### config.mk
export PLATFORM = sky130hd
export DESIGN_NAME = assignment_statement_tokenizer
export DESIGN_NICKNAME = d
export VERILOG_FILES = /design/src/design/ast_pkg.sv /design/src/design/assignment_statement_tokenizer.sv
export SDC_FILE = /design/constraint.sdc
export NUM_CORES = 1
export LEC_CHECK = 0
export BUFFER_PORTS_ARGS = -buffer_cell sky130_fd_sc_hd__buf_4
export CORE_MARGIN = 2
export CORE_UTILIZATION = 45
export CTS_CLUSTER_DIAMETER = 120
export DETAILED_ROUTE_END_ITERATION = 8
export GPL_TIMING_DRIVEN = 0
export PLACE_DENSITY = 0.57
export SLEW_MARGIN = 15
export SYNTH_ARGS = -nofsm -noshare
export SYNTH_HDL_FRONTEND = slang
export SYNTH_SLANG_ARGS = --single-unit
### constraint.sdc
create_clock -name clk -period 3.87 [get_ports clk]
set_input_delay 0.774 -clock clk [delete_from_list [all_inputs] [get_ports clk]]
set_output_delay 0.774 -clock clk [all_outputs]
set_load 0.02 [all_outputs]
### src/design/ast_pkg.sv
// Package for the assignment statement tokenizer: token kind codes, the
// token record that the result queue holds, character constants and the
// character class functions. It depends on nothing else.
`default_nettype none

package ast_pkg;

    // Token kinds as they leave the block on the tuser lines.
    typedef enum logic [2:0] {
        KIND_KEYWORD = 3'd0,
        KIND_IDENT   = 3'd1,
        KIND_EQUALS  = 3'd2,
        KIND_SEMI    = 3'd3,
        KIND_INT     = 3'd4,
        KIND_ERROR   = 3'd5
    } token_kind_t;

    // One finished token as it waits in the result queue.
    typedef struct packed {
        token_kind_t  kind;
        logic [30:0]  value;
        logic [6:0]   length;
        logic [63:0]  head;
        logic         overflow;
        logic         last;
    } token_t;

    localparam logic [7:0]  CHAR_NUL        = 8'h00;
    localparam logic [7:0]  CHAR_EQUALS     = 8'h3D;
    localparam logic [7:0]  CHAR_SEMI       = 8'h3B;
    localparam logic [7:0]  CHAR_UNDERSCORE = 8'h5F;
    localparam logic [7:0]  CHAR_SPACE      = 8'h20;
    localparam logic [7:0]  CHAR_TAB        = 8'h09;
    localparam logic [7:0]  CHAR_CR         = 8'h0D;
    localparam logic [7:0]  CHAR_DIGIT_0    = 8'h30;
    localparam logic [7:0]  CHAR_DIGIT_9    = 8'h39;
    localparam logic [7:0]  CHAR_UPPER_A    = 8'h41;
    localparam logic [7:0]  CHAR_UPPER_Z    = 8'h5A;
    localparam logic [7:0]  CHAR_LOWER_A    = 8'h61;
    localparam logic [7:0]  CHAR_LOWER_Z    = 8'h7A;

    // "int" packed with its first character in the low byte.
    localparam logic [63:0] KEYWORD_HEAD    = 64'h0000_0000_0074_6E69;
    localparam logic [30:0] INT_LIMIT       = 31'h7FFF_FFFF;

    function automatic logic is_letter(input logic [7:0] c);
        return (c == CHAR_UNDERSCORE)
            || (c >= CHAR_UPPER_A && c <= CHAR_UPPER_Z)
            || (c >= CHAR_LOWER_A && c <= CHAR_LOWER_Z);
    endfunction

    function automatic logic is_digit(input logic [7:0] c);
        return (c >= CHAR_DIGIT_0) && (c <= CHAR_DIGIT_9);
    endfunction

    // Space, and tab through carriage return (tab, newline, vertical tab,
    // form feed, carriage return).
    function automatic logic is_space(input logic [7:0] c);
        return (c == CHAR_SPACE) || (c >= CHAR_TAB && c <= CHAR_CR);
    endfunction

endpackage

`default_nettype wire

### src/design/assignment_statement_tokenizer.sv
// Top level of the assignment statement tokenizer: character stream in,
// token stream out through a four-entry result queue.
// Depends on ast_pkg for token kinds, the token record and character classes.
//
// Usage
// -----
// Characters arrive one per beat on the slave stream (s_axis_*), tdata holding
// the ASCII code. Tokens leave on the master stream (m_axis_*): tuser carries
// the token kind, tdata the value, identifier length, first eight identifier
// characters and the overflow flag, and tlast marks the final token that one
// character causes. A character code of zero flushes a pending token.
//
// Latency and throughput: every accepted character is decoded in the cycle it
// arrives, and any token it finishes is registered into the result queue. A new
// character can be taken every cycle while s_axis_tready is high, i.e. while at
// least two queue entries are free. A character that both ends a pending token
// and stands for one itself writes two queue entries at once; the queue drains
// one token per cycle unless stalled, so the sustained rate is one character
// per cycle as long as tokens on average leave as fast as they are made.
//
// When the receiver stalls, tokens wait in the queue unchanged and the input
// side carries on until fewer than two entries remain free. Reset empties the
// queue and leaves no token pending.
`default_nettype none

module assignment_statement_tokenizer #(
    parameter int MAX_TOKEN_LEN = 64
) (
    input  wire logic         clk,
    input  wire logic         rst_n,

    input  wire logic         s_axis_tvalid,
    output logic              s_axis_tready,
    input  wire logic [7:0]   s_axis_tdata,   // [7:0] char_code

    output logic              m_axis_tvalid,
    input  wire logic         m_axis_tready,
    // [30:0] token_value, [37:31] ident_length, [101:38] ident_head,
    // [102] overflow_flag, [103] zero fill
    output logic [103:0]      m_axis_tdata,
    output logic [2:0]        m_axis_tuser,   // [2:0] token_kind
    output logic              m_axis_tlast    // last_of_run
);

    import ast_pkg::*;

    // Identifier length counter is wide enough to hold MAX_TOKEN_LEN itself.
    localparam int LEN_W  = $clog2(MAX_TOKEN_LEN + 1);
    localparam int Q_DEPTH = 4;
    localparam int QPTR_W = $clog2(Q_DEPTH);
    localparam int QCNT_W = $clog2(Q_DEPTH + 1);

    typedef enum logic [1:0] {
        MODE_START,
        MODE_INT,
        MODE_IDENT
    } scan_mode_t;

    // Scanner state.
    scan_mode_t          mode_reg,  mode_next;
    logic [LEN_W-1:0]    len_reg,   len_next;
    logic [30:0]         acc_reg,   acc_next;
    logic [63:0]         head_reg,  head_next;
    logic                ovf_reg,   ovf_next;

    // Result queue: the oldest token always sits in entry zero.
    token_t              q_reg [Q_DEPTH];
    token_t              q_next [Q_DEPTH];
    logic [QCNT_W-1:0]   count_reg,  count_next;
    logic [QPTR_W-1:0]   wr_idx;

    logic                in_beat;
    logic                out_beat;
    logic [7:0]          c;
    logic                c_letter;
    logic                c_digit;
    logic [34:0]         acc_times_ten;
    logic                pend_valid;
    logic                char_valid;
    token_t              pend_tok;
    token_t              char_tok;
    token_t              first_tok;
    logic [1:0]          push_count;
    token_t              head_tok;

    assign c        = s_axis_tdata;
    assign c_letter = is_letter(c);
    assign c_digit  = is_digit(c);

    // Room for the worst case of two tokens from one character.
    assign s_axis_tready = (count_reg <= QCNT_W'(Q_DEPTH - 2));
    assign in_beat       = s_axis_tvalid && s_axis_tready;
    assign m_axis_tvalid = (count_reg != '0);
    assign out_beat      = m_axis_tvalid && m_axis_tready;

    // acc * 10 + digit; digits 0 to 9 sit in the low nibble of their code.
    assign acc_times_ten = {1'b0, acc_reg, 3'b000} + {3'b000, acc_reg, 1'b0}
                         + {31'd0, c[3:0]};

    always_comb
    begin
        mode_next  = mode_reg;
        len_next   = len_reg;
        acc_next   = acc_reg;
        head_next  = head_reg;
        ovf_next   = ovf_reg;
        pend_valid = 1'b0;
        char_valid = 1'b0;
        pend_tok   = '0;
        char_tok   = '0;

        if (in_beat)
        begin
            if (mode_reg == MODE_IDENT && c_letter)
            begin
                if (len_reg < LEN_W'(MAX_TOKEN_LEN))
                begin
                    for (int i = 0; i < 8; i++)
                    begin
                        if (len_reg == LEN_W'(i))
                        begin
                            head_next[8*i +: 8] = c;
                        end
                    end
                    len_next = len_reg + LEN_W'(1);
                end
                else
                begin
                    ovf_next = 1'b1;
                end
            end
            else if (mode_reg == MODE_INT && c_digit)
            begin
                if (acc_times_ten > {4'd0, INT_LIMIT})
                begin
                    acc_next = INT_LIMIT;
                    ovf_next = 1'b1;
                end
                else
                begin
                    acc_next = acc_times_ten[30:0];
                end
            end
            else
            begin
                // The pending token, if any, ends here.
                unique case (mode_reg)
                    MODE_INT:
                    begin
                        pend_valid        = 1'b1;
                        pend_tok.kind     = KIND_INT;
                        pend_tok.value    = acc_reg;
                        pend_tok.overflow = ovf_reg;
                    end
                    MODE_IDENT:
                    begin
                        pend_valid        = 1'b1;
                        if (len_reg == LEN_W'(3) && head_reg == KEYWORD_HEAD && !ovf_reg)
                        begin
                            pend_tok.kind = KIND_KEYWORD;
                        end
                        else
                        begin
                            pend_tok.kind = KIND_IDENT;
                        end
                        pend_tok.length   = 7'(len_reg);
                        pend_tok.head     = head_reg;
                        pend_tok.overflow = ovf_reg;
                    end
                    default:
                    begin
                        pend_valid = 1'b0;
                    end
                endcase

                mode_next = MODE_START;
                len_next  = '0;
                acc_next  = '0;
                head_next = '0;
                ovf_next  = 1'b0;

                // The character itself is then handled as fresh text.
                if (c == CHAR_EQUALS)
                begin
                    char_valid    = 1'b1;
                    char_tok.kind = KIND_EQUALS;
                end
                else if (c == CHAR_SEMI)
                begin
                    char_valid    = 1'b1;
                    char_tok.kind = KIND_SEMI;
                end
                else if (c_letter)
                begin
                    mode_next = MODE_IDENT;
                    len_next  = LEN_W'(1);
                    head_next = {56'd0, c};
                end
                else if (c_digit)
                begin
                    mode_next = MODE_INT;
                    acc_next  = {27'd0, c[3:0]};
                end
                else if (c != CHAR_NUL && !is_space(c))
                begin
                    char_valid    = 1'b1;
                    char_tok.kind = KIND_ERROR;
                end
            end
        end

        char_tok.last = 1'b1;
        pend_tok.last = !char_valid;
    end

    assign first_tok  = pend_valid ? pend_tok : char_tok;
    assign push_count = {1'b0, pend_valid} + {1'b0, char_valid};

    // New tokens land just behind the ones that stay after this cycle's pop.
    // A push only happens with at most two entries held, so the index fits.
    assign wr_idx = QPTR_W'(count_reg - QCNT_W'(out_beat));

    always_comb
    begin
        count_next = count_reg + QCNT_W'(push_count) - QCNT_W'(out_beat);
        q_next     = q_reg;
        if (out_beat)
        begin
            for (int i = 0; i < Q_DEPTH - 1; i++)
            begin
                q_next[i] = q_reg[i + 1];
            end
        end
        if (push_count != 2'd0)
        begin
            q_next[wr_idx] = first_tok;
        end
        if (push_count == 2'd2)
        begin
            q_next[wr_idx + QPTR_W'(1)] = char_tok;
        end
    end

    always_ff @(posedge clk or negedge rst_n)
    begin
        if (!rst_n)
        begin
            mode_reg   <= MODE_START;
            len_reg    <= '0;
            acc_reg    <= '0;
            head_reg   <= '0;
            ovf_reg    <= 1'b0;
            count_reg  <= '0;
        end
        else
        begin
            mode_reg   <= mode_next;
            len_reg    <= len_next;
            acc_reg    <= acc_next;
            head_reg   <= head_next;
            ovf_reg    <= ovf_next;
            count_reg  <= count_next;
        end
    end

    // Queue storage holds payload only and needs no reset.
    always_ff @(posedge clk)
    begin
        q_reg <= q_next;
    end

    assign head_tok     = q_reg[0];
    assign m_axis_tdata = {1'b0, head_tok.overflow, head_tok.head,
                           head_tok.length, head_tok.value};
    assign m_axis_tuser = head_tok.kind;
    assign m_axis_tlast = head_tok.last;

endmodule

`default_nettype wire

==> metrics.txt <==
status=complete, no violations; most frequent cells after synthesis=841 x sky130_fd_sc_hd__nand2_1, 472 x sky130_fd_sc_hd__a21oi_1, 428 x sky130_fd_sc_hd__dfxtp_1, 310 x sky130_fd_sc_hd__a311oi_1, 229 x sky130_fd_sc_hd__clkbuf_1; number of I/O port buffers=118; share of layout cells above drive strength 1=14.42%; Post-DRT Antenna Nets=0; power density of the placed cells=668.8 mW/mm^2; number of storage elements in the synthesis netlist=536; aggregate global routing overflow=0; number of max-slew violations in the final report=0; Final HPWL DP=64,360 um; cell with the most instances on the worst path=sky130_fd_sc_hd__inv_1; fraction of the cycle the final worst path needs=98.05%; max reg flops=321; drt first pass iters=5; root buffer selected by CTS=sky130_fd_sc_hd__clkbuf_16; setup total negative slack=0 ns; cells taking the most area after synthesis=sky130_fd_sc_hd__dfxtp_1 33%, sky130_fd_sc_hd__nand2_1 12%, sky130_fd_sc_hd__a311oi_1 10%; floorplan die area=0.06027 mm^2; CP Max Fanout=10; final setup vio count=0; Setup Slack @ Placement=-1.856 ns; shortest period the worst path allows=3.795 ns; Layout Area Growth over Synthesis=16.26%; library cell with the highest instance count after synthesis=sky130_fd_sc_hd__nand2_1; number of H-tree branching levels=2; path class of the lowest-slack min-delay path=in -> async; ordered cell list for the critical path=clkbuf_2 > or4_1 > o21ai_2 > o31a_1 > nand2_1 > nor2_4 > inv_1 > ha_1 > inv_1 > nand3_4 > buf_2 > clkbuf_1 > a311oi_1; Worst Hold Slack=0.2465 ns; total CTS buffers=57; total standard cell area after synthesis=0.02624 mm^2; Fmax achieved=263.5 MHz; relative slew slack=13.55%; mean post-synth cell area=8.130 um^2; vias in the first global route=24,052; drt via density=5.824; total vias in the final route=24,655; count of distinct cell types in the synthesized netlist=74; Worst Path Arrival=4.29 ns; # clock sinks=536; number of ports placed on the die boundary=122; clock-pin slew reported for the worst setup and hold paths after clock tree synthesis=0.06 ns; placer congestion estimate=0.8815; total of warnings raised by yosys=0; all-layer global routing usage=28.25%; antenna violations before repair=3; Die Span X=245.5 um; clock insertion delay at the later pin of the skew report=0.62 ns; height of the die=245.5 um; Placeable Area=0.05770 mm^2; count of buffer and inverter cells on the critical path=5; DRC=0; instance count of the mapped netlist=3,228; fraction of registers with async set/reset=20.15%; Pleak=12.45 nW; final cell count without fillers=4,233; dominant cell type by area after synthesis=sky130_fd_sc_hd__dfxtp_1; Post-synth EDFFs=0; number of max-cap violations=0; final worst setup slack=0.07528 ns; Least-Margin Pin Slew=1.297 ns; maximum number of pins on one net before global-route repair=109; number of placement rows=88; delay of the slowest critical-path stage=0.55 ns; Nets=3,510; first-pass GRT wire length=134,600 um; Crit Path Class=in -> reg; TritonCTS clock tree=yes; category of the worst setup path launch point=primary input; starting density of the core=45.48%; total power draw=0.02041 W; Crit-path slowest cell=sky130_fd_sc_hd__or4_1; count of final hold-check violations=0; Cells after DPL=4,113; WP data required=4.36 ns; average detailed-routed wire length per instance=20.61 um; Max IR drop VDD=402.5 uV; post-route clock skew=0.02083 ns; nets in the synthesized netlist=3,317; kind of end point of the critical path=flip-flop; main flop type after synthesis=sky130_fd_sc_hd__dfxtp_1; number of buffers on the longest clock path=3; register area share after synthesis=42.95%; top-area cell type share of the netlist area=32.65%; iteration-0 DRC count of the detailed router=1,561; aggregate routed wire length=87,250 um; kind of cell adding the most delay to the critical path=simple AND/OR/NAND/NOR gates
[what timing repair did]
| action | CTS | global route |
|---|---|---|
| hold buffers | 0 | 0 |
| endpoints found under the setup margin | 459 | 356 |
| cloned | 0 | 0 |
| pin swaps | 8 | 5 |
| setup buffers | 13 | 6 |
| resized for setup | 54 | 41 |
[layer usage]
layer / vias up / part of all wire [%] / track usage (%)
li1: 11880 / - / -
met1: 11927 / 43 / 35.75
met2: 660 / 48 / 48.63
met3: 184 / 5.1 / 4.136
met4: 4 / 4.0 / 10.55
met5: - / 0.029 / 0
[logic make-up (layout without fill, tap and decap cells)]
group	after synthesis	after routing	synth area share (%)
AOI/OAI and AO/OA	957	957	24.07
xor gates and xnor gates	32	32	1.068
and+or+nand+nor	1161	1161	18.57
muxes	36	36	1.521
other	1	2	0.01429
DFF	536	536	42.95
buffers and inverters	428	667	8.053
adders and majority gates	77	77	3.757
[final timing paths]
kind / cells past startpoint / slack (ns) / end / start
worst min register to register: 2 / 0.46 / q_reg[77] / q_reg[77]
worst min-delay path: 1 / 0.25 / acc_reg[29] / rst_n
max in group asynchronous: 1 / 2.80 / head_reg[0] / rst_n
worst max register to register: 11 / 0.11 / acc_reg[26] / acc_reg[19]
worst max-delay path: 13 / 0.08 / q_reg[195] / s_axis_tdata[0]
min in group clk: 2 / 0.46 / q_reg[77] / q_reg[77]
[report_power, final]
part	leakage (nW)	switching [W]	total, W	internal (W)
Clock	0.961	0.00233	0.00569	0.00337
Combinational	6.51	0.00381	0.00660	0.00279
Sequential	4.98	0.00106	0.00811	0.00706
[per-stage QoR]
stage               util (%)  instance area, um^2
floorplan                  -                26270
global placement       48.73                28110
detailed placement     48.81                28160
CTS                    52.68                30390
global route           52.88                30510
finish                 52.88                30510
[placed cells by master, fill, tap and decap left out, drive strengths merged, types with 31 or more instances in the layout]
master / synthesis / final
nand2: 841 / 841
a21oi: 475 / 475
dfxtp: 428 / 428
a311oi: 310 / 310
clkbuf: 229 / 310
buf: 163 / 305
nand3: 124 / 124
dfrtp: 108 / 108
ha: 74 / 74
o21ai: 70 / 70
nor2: 69 / 69
inv: 35 / 36
mux2: 31 / 31
[final cells by class]
cell class              instances  area (um^2)
plain buffers                 387         2037
inverters                      36        140.1
diodes                          1        2.502
repair buffers                139         1071
fillers                      5646        27190
well taps                     765        957.2
multi-input cells            2264        13080
clock buffers                  89         1750
flip-flops and latches        536        11270
clock inverters                16        198.9
(Power assumes the default switching activity.)
